<file path="config.mk">
export PLATFORM = sky130hd
export DESIGN_NAME = mono_frame_upscale_overlay_blend_unit
export DESIGN_NICKNAME = d
export VERILOG_FILES = /design/src/sv/mfub_pkg.sv /design/src/sv/mono_frame_upscale_overlay_blend_unit.sv /design/src/sv/mfub_ram.sv /design/src/sv/mfub_queue.sv /design/src/sv/mfub_front.sv /design/src/sv/mfub_back.sv
export SDC_FILE = /design/constraint.sdc
export NUM_CORES = 2
export LEC_CHECK = 0
export BUFFER_PORTS_ARGS = -buffer_cell sky130_fd_sc_hd__buf_2
export CORE_AREA = 2 2 550 552
export DETAILED_ROUTE_END_ITERATION = 16
export DIE_AREA = 0 0 552 554
export GPL_ROUTABILITY_DRIVEN = 0
export GPL_TIMING_DRIVEN = 0
export SETUP_SLACK_MARGIN = 0.15
export SLEW_MARGIN = 20
export SYNTH_ARGS = -nofsm -noshare
export SYNTH_HDL_FRONTEND = slang
export SYNTH_SLANG_ARGS = --single-unit
</file>
<file path="constraint.sdc">
create_clock -name clk -period 79.5 [get_ports clk]
set_input_delay 3.975 -clock clk [delete_from_list [all_inputs] [get_ports clk]]
set_output_delay 3.975 -clock clk [all_outputs]
set_load 0.01 [all_outputs]
</file>
<file path="src/sv/mfub_pkg.sv">
`default_nettype none
// ----------------------------------------------------------------------------
// mfub_pkg
// shared constants, codes and the queue entry type of the frame upscaler
// ----------------------------------------------------------------------------
package mfub_pkg;

  localparam int DISPLAY_WIDTH_DEF  = 80;
  localparam int DISPLAY_HEIGHT_DEF = 64;
  localparam int SOURCE_WIDTH_DEF   = 64;
  localparam int SOURCE_HEIGHT_DEF  = 32;

  // depth of the queue between front and back
  localparam int QUEUE_DEPTH = 4;

  // fixed widths of the word fields
  localparam int ADDR_W  = 11;
  localparam int COLOR_W = 32;
  localparam int PIXEL_W = 16;

  // wide enough for any source index (256 x 256)
  localparam int INDEX_W = 18;

  // item codes
  localparam logic FUNC_WRITE = 1'b0;
  localparam logic FUNC_EMIT  = 1'b1;

  // one pending display pixel
  typedef struct packed {
    logic               lit;
    logic               overlay_enable;
    logic [COLOR_W-1:0] overlay_color;
    logic               frame_last;
  } mfub_entry_t;

  // push side of the queue
  typedef struct packed {
    logic        valid;
    mfub_entry_t entry;
  } mfub_push_t;

endpackage : mfub_pkg
`default_nettype wire

</file>
<file path="src/sv/mono_frame_upscale_overlay_blend_unit.sv">
`default_nettype none
// ----------------------------------------------------------------------------
// mono_frame_upscale_overlay_blend_unit
// one-bit source frame centered in an rgb565 display scan, with overlay blend
// ----------------------------------------------------------------------------
// path: an emit word's pixel passes the source ram read, the queue and the
//   blend/output register; write words give nothing
// throughput: one word per cycle while in_ready is high, set by the single ram
//   port pair and the one-pixel-per-cycle blend; a 4-entry queue decouples the two sides
// reset: scan counters go to zero, then a clearing pass zeroes the source
//   frame, all SOURCE_WIDTH*SOURCE_HEIGHT cells (2048 by default), with in_ready low
// ----------------------------------------------------------------------------
module mono_frame_upscale_overlay_blend_unit
  import mfub_pkg::*;
#(
  parameter int DISPLAY_WIDTH  = DISPLAY_WIDTH_DEF,
  parameter int DISPLAY_HEIGHT = DISPLAY_HEIGHT_DEF,
  parameter int SOURCE_WIDTH   = SOURCE_WIDTH_DEF,
  parameter int SOURCE_HEIGHT  = SOURCE_HEIGHT_DEF
) (
  input  wire logic               clk,
  input  wire logic               rst,
  // input words
  input  wire logic               in_valid,
  output logic                    in_ready,
  input  wire logic               func,
  input  wire logic [ADDR_W-1:0]  source_address,
  input  wire logic               source_bit,
  input  wire logic               overlay_enable,
  input  wire logic [COLOR_W-1:0] overlay_color,
  // output words
  output logic                    out_valid,
  input  wire logic               out_ready,
  output logic [PIXEL_W-1:0]      display_word,
  output logic                    frame_last
);

  localparam int CW = $clog2(QUEUE_DEPTH + 1);

  // front to queue: one pixel per emit word, lit bit already resolved
  mfub_push_t    push;
  // queue to back
  logic          q_valid;
  mfub_entry_t   q_entry;
  logic          pop;
  // queue fill level, used by the front for credit
  logic [CW-1:0] q_count;

  // front: classify words, update source frame, scan and read the source bit
  mfub_front #(
    .DISPLAY_WIDTH  (DISPLAY_WIDTH),
    .DISPLAY_HEIGHT (DISPLAY_HEIGHT),
    .SOURCE_WIDTH   (SOURCE_WIDTH),
    .SOURCE_HEIGHT  (SOURCE_HEIGHT),
    .CW             (CW)
  ) u_front (
    .clk            (clk),
    .rst            (rst),
    .in_valid       (in_valid),
    .in_ready       (in_ready),
    .func           (func),
    .source_address (source_address),
    .source_bit     (source_bit),
    .overlay_enable (overlay_enable),
    .overlay_color  (overlay_color),
    .q_count        (q_count),
    .push           (push)
  );

  // pending pixels, lets the output stall without stopping writes at once
  mfub_queue #(
    .DEPTH (QUEUE_DEPTH),
    .CW    (CW)
  ) u_queue (
    .clk     (clk),
    .rst     (rst),
    .push    (push),
    .pop     (pop),
    .q_valid (q_valid),
    .q_entry (q_entry),
    .count   (q_count)
  );

  // back: blend with the overlay, swap bytes, hold the output word
  mfub_back u_back (
    .clk          (clk),
    .rst          (rst),
    .q_valid      (q_valid),
    .q_entry      (q_entry),
    .pop          (pop),
    .out_valid    (out_valid),
    .out_ready    (out_ready),
    .display_word (display_word),
    .frame_last   (frame_last)
  );

endmodule : mono_frame_upscale_overlay_blend_unit
`default_nettype wire

</file>
<file path="src/sv/mfub_ram.sv">
`default_nettype none
// ----------------------------------------------------------------------------
// mfub_ram
// generic single-write single-read ram with registered read data
// ----------------------------------------------------------------------------
module mfub_ram #(
  parameter int WIDTH = 1,
  parameter int DEPTH = 2048,
  parameter int AW    = $clog2(DEPTH)
) (
  input  wire logic             clk,
  input  wire logic             we,
  input  wire logic [AW-1:0]    waddr,
  input  wire logic [WIDTH-1:0] wdata,
  input  wire logic             re,
  input  wire logic [AW-1:0]    raddr,
  output logic      [WIDTH-1:0] rdata
);

  logic [WIDTH-1:0] mem [DEPTH];

  always_ff @(posedge clk) begin
    if (we) begin
      mem[waddr] <= wdata;
    end
    if (re) begin
      rdata <= mem[raddr];
    end
  end

endmodule : mfub_ram
`default_nettype wire

</file>
<file path="src/sv/mfub_queue.sv">
`default_nettype none
// ----------------------------------------------------------------------------
// mfub_queue
// small fifo of pending pixels between front and back
// ----------------------------------------------------------------------------
module mfub_queue
  import mfub_pkg::*;
#(
  parameter int DEPTH = QUEUE_DEPTH,
  parameter int PW    = $clog2(DEPTH),
  parameter int CW    = $clog2(DEPTH + 1)
) (
  input  wire logic        clk,
  input  wire logic        rst,
  input  wire mfub_push_t  push,
  input  wire logic        pop,
  output logic             q_valid,
  output mfub_entry_t      q_entry,
  output logic [CW-1:0]    count
);

  mfub_entry_t   slots [DEPTH];
  logic [PW-1:0] wr_ptr;
  logic [PW-1:0] rd_ptr;

  localparam logic [PW-1:0] LastPtr = PW'(DEPTH - 1);

  assign q_valid = (count != '0);
  assign q_entry = slots[rd_ptr];

  always_ff @(posedge clk) begin
    if (push.valid) begin
      slots[wr_ptr] <= push.entry;
    end
  end

  always_ff @(posedge clk) begin
    if (rst) begin
      wr_ptr <= '0;
      rd_ptr <= '0;
      count  <= '0;
    end else begin
      if (push.valid) begin
        wr_ptr <= (wr_ptr == LastPtr) ? '0 : wr_ptr + PW'(1);
      end
      if (pop) begin
        rd_ptr <= (rd_ptr == LastPtr) ? '0 : rd_ptr + PW'(1);
      end
      unique case ({push.valid, pop})
        2'b10:   count <= count + CW'(1);
        2'b01:   count <= count - CW'(1);
        default: count <= count;
      endcase
    end
  end

  a_no_overflow : assert property (@(posedge clk) disable iff (rst)
    push.valid && !pop |-> count < CW'(DEPTH))
    else $error("queue push while full");

  a_no_underflow : assert property (@(posedge clk) disable iff (rst)
    pop |-> count != '0)
    else $error("queue pop while empty");

  a_count_up : assert property (@(posedge clk) disable iff (rst)
    push.valid && !pop |=> count == $past(count) + CW'(1))
    else $error("queue count did not follow a push");

endmodule : mfub_queue
`default_nettype wire

</file>
<file path="src/sv/mfub_front.sv">
`default_nettype none
// ----------------------------------------------------------------------------
// mfub_front
// accepts words, writes the source frame, scans the display and reads the
// source bit for each emitted pixel
// ----------------------------------------------------------------------------
module mfub_front
  import mfub_pkg::*;
#(
  parameter int DISPLAY_WIDTH  = DISPLAY_WIDTH_DEF,
  parameter int DISPLAY_HEIGHT = DISPLAY_HEIGHT_DEF,
  parameter int SOURCE_WIDTH   = SOURCE_WIDTH_DEF,
  parameter int SOURCE_HEIGHT  = SOURCE_HEIGHT_DEF,
  parameter int CW             = $clog2(QUEUE_DEPTH + 1)
) (
  input  wire logic               clk,
  input  wire logic               rst,
  input  wire logic               in_valid,
  output logic                    in_ready,
  input  wire logic               func,
  input  wire logic [ADDR_W-1:0]  source_address,
  input  wire logic               source_bit,
  input  wire logic               overlay_enable,
  input  wire logic [COLOR_W-1:0] overlay_color,
  input  wire logic [CW-1:0]      q_count,
  output mfub_push_t              push
);

  localparam int Cells   = SOURCE_WIDTH * SOURCE_HEIGHT;
  localparam int AW      = $clog2(Cells);
  localparam int ColW    = $clog2(DISPLAY_WIDTH);
  localparam int RowW    = $clog2(DISPLAY_HEIGHT);
  localparam int WinLeft = (DISPLAY_WIDTH - SOURCE_WIDTH) / 2;
  localparam int WinTop  = (DISPLAY_HEIGHT - SOURCE_HEIGHT) / 2;

  localparam logic [AW-1:0]      LastCell = AW'(Cells - 1);
  localparam logic [ColW-1:0]    LastCol  = ColW'(DISPLAY_WIDTH - 1);
  localparam logic [RowW-1:0]    LastRow  = RowW'(DISPLAY_HEIGHT - 1);
  localparam logic [INDEX_W-1:0] CellsW   = INDEX_W'(Cells);
  localparam logic signed [9:0]  WinLeftS = 10'(WinLeft);
  localparam logic signed [9:0]  WinTopS  = 10'(WinTop);
  localparam logic signed [9:0]  SrcWS    = 10'(SOURCE_WIDTH);
  localparam logic signed [9:0]  SrcHS    = 10'(SOURCE_HEIGHT);

  // clearing pass state
  logic          clr_busy;
  logic [AW-1:0] clr_addr;

  // scan position
  logic [ColW-1:0] col;
  logic [RowW-1:0] row;

  // read stage
  logic               s1_valid;
  logic               s1_in_win;
  logic               s1_ov_en;
  logic [COLOR_W-1:0] s1_ov_color;
  logic               s1_last;

  logic               accept;
  logic               write_acc;
  logic               emit_acc;
  logic [CW:0]        occupancy;
  logic [INDEX_W-1:0] addr_ext;
  logic               in_range;
  logic signed [9:0]  sx;
  logic signed [9:0]  sy;
  logic               in_win;
  logic [INDEX_W-1:0] idx;
  logic               is_last;
  logic               ram_we;
  logic [AW-1:0]      ram_waddr;
  logic               ram_wdata;
  logic               ram_rdata;

  assign occupancy = {1'b0, q_count} + (CW + 1)'(s1_valid);
  assign in_ready  = !clr_busy && (occupancy < (CW + 1)'(QUEUE_DEPTH));
  assign accept    = in_valid && in_ready;
  assign write_acc = accept && (func == FUNC_WRITE);
  assign emit_acc  = accept && (func == FUNC_EMIT);

  assign addr_ext = INDEX_W'(source_address);
  assign in_range = addr_ext < CellsW;

  // position inside the centered window
  assign sx     = $signed(10'(col)) - WinLeftS;
  assign sy     = $signed(10'(row)) - WinTopS;
  assign in_win = (sx >= 0) && (sx < SrcWS) && (sy >= 0) && (sy < SrcHS);
  assign idx    = INDEX_W'(sy[8:0]) * INDEX_W'(SOURCE_WIDTH) + INDEX_W'(sx[8:0]);

  assign is_last = (col == LastCol) && (row == LastRow);

  always_comb begin
    if (clr_busy) begin
      ram_we    = 1'b1;
      ram_waddr = clr_addr;
      ram_wdata = 1'b0;
    end else begin
      ram_we    = write_acc && in_range;
      ram_waddr = addr_ext[AW-1:0];
      ram_wdata = source_bit;
    end
  end

  mfub_ram #(
    .WIDTH(1),
    .DEPTH(Cells)
  ) u_frame (
    .clk   (clk),
    .we    (ram_we),
    .waddr (ram_waddr),
    .wdata (ram_wdata),
    .re    (emit_acc),
    .raddr (idx[AW-1:0]),
    .rdata (ram_rdata)
  );

  always_ff @(posedge clk) begin
    if (rst) begin
      clr_busy <= 1'b1;
      clr_addr <= '0;
      col      <= '0;
      row      <= '0;
      s1_valid <= 1'b0;
    end else begin
      if (clr_busy) begin
        clr_addr <= clr_addr + AW'(1);
        if (clr_addr == LastCell) begin
          clr_busy <= 1'b0;
        end
      end
      s1_valid <= emit_acc;
      if (emit_acc) begin
        if (col == LastCol) begin
          col <= '0;
          row <= (row == LastRow) ? '0 : row + RowW'(1);
        end else begin
          col <= col + ColW'(1);
        end
      end
    end
  end

  always_ff @(posedge clk) begin
    if (emit_acc) begin
      s1_in_win   <= in_win;
      s1_ov_en    <= overlay_enable;
      s1_ov_color <= overlay_color;
      s1_last     <= is_last;
    end
  end

  always_comb begin
    push.valid                = s1_valid;
    push.entry.lit            = s1_in_win && ram_rdata;
    push.entry.overlay_enable = s1_ov_en;
    push.entry.overlay_color  = s1_ov_color;
    push.entry.frame_last     = s1_last;
  end

  a_room : assert property (@(posedge clk) disable iff (rst)
    occupancy <= (CW + 1)'(QUEUE_DEPTH))
    else $error("front overran queue credit");

endmodule : mfub_front
`default_nettype wire

</file>
<file path="src/sv/mfub_back.sv">
`default_nettype none
// ----------------------------------------------------------------------------
// mfub_back
// overlay blend, byte swap and output register
// ----------------------------------------------------------------------------
module mfub_back
  import mfub_pkg::*;
(
  input  wire logic               clk,
  input  wire logic               rst,
  input  wire logic               q_valid,
  input  wire mfub_entry_t        q_entry,
  output logic                    pop,
  output logic                    out_valid,
  input  wire logic               out_ready,
  output logic [PIXEL_W-1:0]      display_word,
  output logic                    frame_last
);

  logic [7:0]         br;
  logic [7:0]         bg;
  logic [7:0]         alpha;
  logic [8:0]         inv;
  logic [16:0]        r_sum;
  logic [16:0]        g_sum;
  logic [16:0]        b_sum;
  logic [PIXEL_W-1:0] pix;

  always_comb begin
    br    = q_entry.lit ? 8'hf8 : 8'h00;
    bg    = q_entry.lit ? 8'hfc : 8'h00;
    alpha = {1'b1, q_entry.overlay_color[31:25]};
    inv   = 9'd256 - 9'(alpha);
    r_sum = 17'(br) * 17'(inv) + 17'(q_entry.overlay_color[7:0]) * 17'(alpha);
    g_sum = 17'(bg) * 17'(inv) + 17'(q_entry.overlay_color[15:8]) * 17'(alpha);
    b_sum = 17'(br) * 17'(inv) + 17'(q_entry.overlay_color[23:16]) * 17'(alpha);
    if (q_entry.overlay_enable) begin
      pix = {r_sum[15:11], g_sum[15:10], b_sum[15:11]};
    end else begin
      pix = q_entry.lit ? 16'hffff : 16'h0000;
    end
  end

  assign pop = q_valid && (!out_valid || out_ready);

  always_ff @(posedge clk) begin
    if (rst) begin
      out_valid <= 1'b0;
    end else if (pop) begin
      out_valid <= 1'b1;
    end else if (out_ready) begin
      out_valid <= 1'b0;
    end
  end

  always_ff @(posedge clk) begin
    if (pop) begin
      display_word <= {pix[7:0], pix[15:8]};
      frame_last   <= q_entry.frame_last;
    end
  end

endmodule : mfub_back
`default_nettype wire
</file>
==> reports/metrics.csv <==
stage,metric,value,unit
timing,"crit path setup slack, layout",69.75,ns
detailed_routing,Initial DRT Pass Iterations,7,
yosys,Async SR Flop Fraction,0,
yosys,Synth Cell Area,105000,um2
timing,RSZ-0062 raised after global routing,false,
critical_path,Startpoint Class,flip-flop,
floorplanning,Initial Utilization,0.350,
min_path,Hold/Removal Path Class,reg2reg,
clock_network,post-CTS sizing,0,
detailed_routing,Via density,6.00,
yosys,"Avg Cell Area, Syn",14.2,um2
finish,Fillers,27600,
finish,non-filler cells in the finished layout,11900,
floorplanning,Top Ports,69,
grt,met1 Track Usage GR,0.317,
placed_design,dpl cell area,113000,um2
detailed_routing,DR iter-0 viols,13700,
power,Peak VDD IR,0.0206,mV
grt,busiest layer in global routing,met2,
yosys,most common library cells after synthesis,"2236 x edfxtp_1, 2155 x nor2_1, 514 x mux4_2, 471 x clkbuf_1, 278 x inv_1",
finish,area occupied by multi-input gates,33300,um2
grt,largest net degree at the start of global routing,50,
clock_network,CTS Hold Bufs,0,
critical_path,"Top cell by count, worst path",buf_2,
clock_network,htree depth,4,
yosys,Main synth FF type,edfxtp_1,
clock_network,total CTS buffers,231,
timing,Tightest Pin Transition,1.37,ns
yosys,synth warn,0,
finish,design area,120000,um2
placed_design,DP HPWL,279,mm
critical_path,worst-path maximum fanout,12,
yosys,synthesized net count,7733,
floorplanning,Core Area,299000,um2
clock_network,Clock Latency Late Sink,0.98,ns
grt,number of global-route vias before repair,67900,
clock_network,CTS Buffer Depth,4,
grt,met2 Usage GRT,0.384,
detailed_routing,WL/cell,34.5,um
power,P_leak,37.6,nW
grt,number of antenna violations at the first check in global routing,46,
critical_path,CP Class,reg2reg,
critical_path,"reg-to-reg slack, setup",69.75,ns
floorplanning,DIE WIDTH,552,um
clock_network,setup bufs post-CTS,0,
floorplanning,total die area,306000,um2
finish,layout cells sized above 1,0.162,
grt,M3 GR Usage,0.104,
grt,Total GRT Usage,0.262,
detailed_routing,remaining antenna violation count,0,
yosys,cell count after synthesis,7346,
power,PD cells,19.9,nW/um2
finish,register area,67900,um2
timing,Final period util,0.123,
yosys,Synth top area share,0.641,
yosys,Yosys reg bits,2272,
grt,global route overflow,0,
detailed_routing,via count,71700,
flow_run,max-cap violations,0,
critical_path,crit-path cells,inv_1 > buf_2 > buf_2 > buf_2 > buf_2 > ha_1 > clkbuf_1 > nor2_1 > clkbuf_2 > buf_16 > a41oi_1 > nor4b_1 > o31ai_1 > a21oi_1 > o21ai_0 > o211ai_1,
clock_network,CTS sink cnt,2272,
placed_design,pre-CTS setup slack,69.80,ns
critical_path,slowest CP cell,buf_2,
floorplanning,DIE HEIGHT,554,um
yosys,post-synth cell types,83,
timing,setup TNS,0,ns
detailed_routing,DRC viols,0,
timing,clock skew,0.145,ns
grt,global-route wire length before repair,550,mm
critical_path,Critical Path Max Stage Delay,0.97,ns
timing,FMAX,0.103,GHz
power,overall power,2.39,mW
yosys,top cell type by total area after synthesis,edfxtp_1,
timing,Setup-failing EPs final,0,
timing,final count of hold timing violations,0,
yosys,top-count cell post-synth,edfxtp_1,
clock_network,CTS tree,built,
timing,worst rel slew slack,0.0648,
clock_network,clock-pin slew on the worst setup and hold paths,0.08,ns
yosys,Post-synth EDFFs,2236,
placed_design,PortBufs,67,
run_status,outcome,finished clean,
timing,final slew viol count,0,
yosys,synth top area cells,"edfxtp_1 64%, mux4_2 11%, nor2_1 7.7%",
detailed_routing,drt total wl,412,mm
critical_path,worst endpoint data arrival time,10.33,ns
critical_path,Worst Setup End Kind,flip-flop,
placed_design,placed cell count,11500,
floorplanning,std cell rows,201,
critical_path,Critical Path RT,80.09,ns
yosys,sequential share of the synthesized area,0.648,
clock_network,Root Driver,clkbuf_16,
finish,nets,8151,
finish,Syn-to-layout area delta,14.9,%
timing,Tmin final,9.75,ns
==> kinds of logic after synthesis <==
family / count (synthesis) / synth area share
AND/OR/NAND/NOR: 2724 / 0.105
flip-flops: 2272 / 0.648
buffers and inverters: 889 / 0.0354
XOR/XNOR: 68 / 0.00595
multiplexers: 651 / 0.124
AO/OA/AOI/OAI: 405 / 0.0280
adder cells (fa/ha/maj): 337 / 0.0528
==> through the flow <==
stage | hold slack [ns] | utilization
after CTS | 0.503 | 0.401
after floorplan | 0.459 | -
final | 0.501 | 0.402
after detailed placement | 0.492 | 0.377
after global placement | 0.462 | 0.367
after global routing | 0.526 | 0.402
==> state kept, by name (all words and copies together), names as in the netlist, named ones only <==
register,flops
u_front.u_frame.rdata,1
u_queue.slots,136
u_front.s1_last,1
u_front.col,7
u_front.clr_busy,1
u_back.display_word,16
u_queue.rd_ptr,2
u_back.frame_last,1
u_front.row,6
u_front.s1_ov_color,31
u_front.s1_ov_en,1
u_queue.count,3
u_queue.wr_ptr,2
u_front.s1_in_win,1
u_front.s1_valid,1
u_back.out_valid,1
u_front.clr_addr,11
u_front.u_frame.mem,2048
==> layout make-up <==
| cell class | instances | area share |
|---|---|---|
| Antenna cell | 46 | 0.000957 |
| Buffer | 609 | 0.0228 |
| Clock buffer | 270 | 0.0496 |
| Clock inverter | 143 | 0.0100 |
| Inverter | 280 | 0.00875 |
| Multi-Input combinational cell | 4185 | 0.277 |
| Sequential cell | 2272 | 0.564 |
| Tap cell | 3958 | 0.0412 |
| Timing Repair Buffer | 185 | 0.0255 |
==> final timing paths <==
| path | start | to | cells after the start |
|---|---|---|---|
| max | u_front.col[3]$_SDFFE_PP0P_ | u_front.u_frame.rdata$_DFFE_PP_ | 16 |
| min | u_back.out_valid$_SDFFE_PP0P_ | u_back.out_valid$_SDFFE_PP0P_ | 2 |
| max reg2reg | u_front.col[3]$_SDFFE_PP0P_ | u_front.u_frame.rdata$_DFFE_PP_ | 16 |
| min reg2reg | u_back.out_valid$_SDFFE_PP0P_ | u_back.out_valid$_SDFFE_PP0P_ | 2 |
==> power by group <==
group | internal, mW | switching [mW]
clock network | 0.587 | 0.489
registers | 1.29 | 0.000280
logic | 0.00248 | 0.0154
==> placed cells by master (no fill, tap or decap), types with 62 or more instances in the layout <==
cell type,Yosys,final
fa_1,174,174
mux4_2,514,514
clkbuf_1,471,446
a22oi_1,72,72
clkbuf_16,0,233
mux2i_1,113,113
edfxtp_1,2236,2236
buf_2,55,135
nor2_1,2155,2134
ha_1,163,163
and2_1,136,132
clkbuf_2,0,62
nand2_1,231,230
inv_1,278,278
==> critical path, delay by kind of cell (launching register included) <==
family | cells | cell delay (ns)
simple gates | 2 | 0.68
fa+ha+maj | 1 | 0.42
flops | 1 | 0.38
compound gates | 5 | 2.22
buf+inv | 8 | 5.45
==> metal layers <==
| metal | vias to the layer above | wire length, um |
|---|---|---|
| met5 | - | 345 |
| met4 | 26 | 34300 |
| met3 | 1542 | 63900 |
| met2 | 6003 | 175000 |
| met1 | 36600 | 139000 |
| li1 | 27500 | - |
Power figures use the tool's default switching activity.
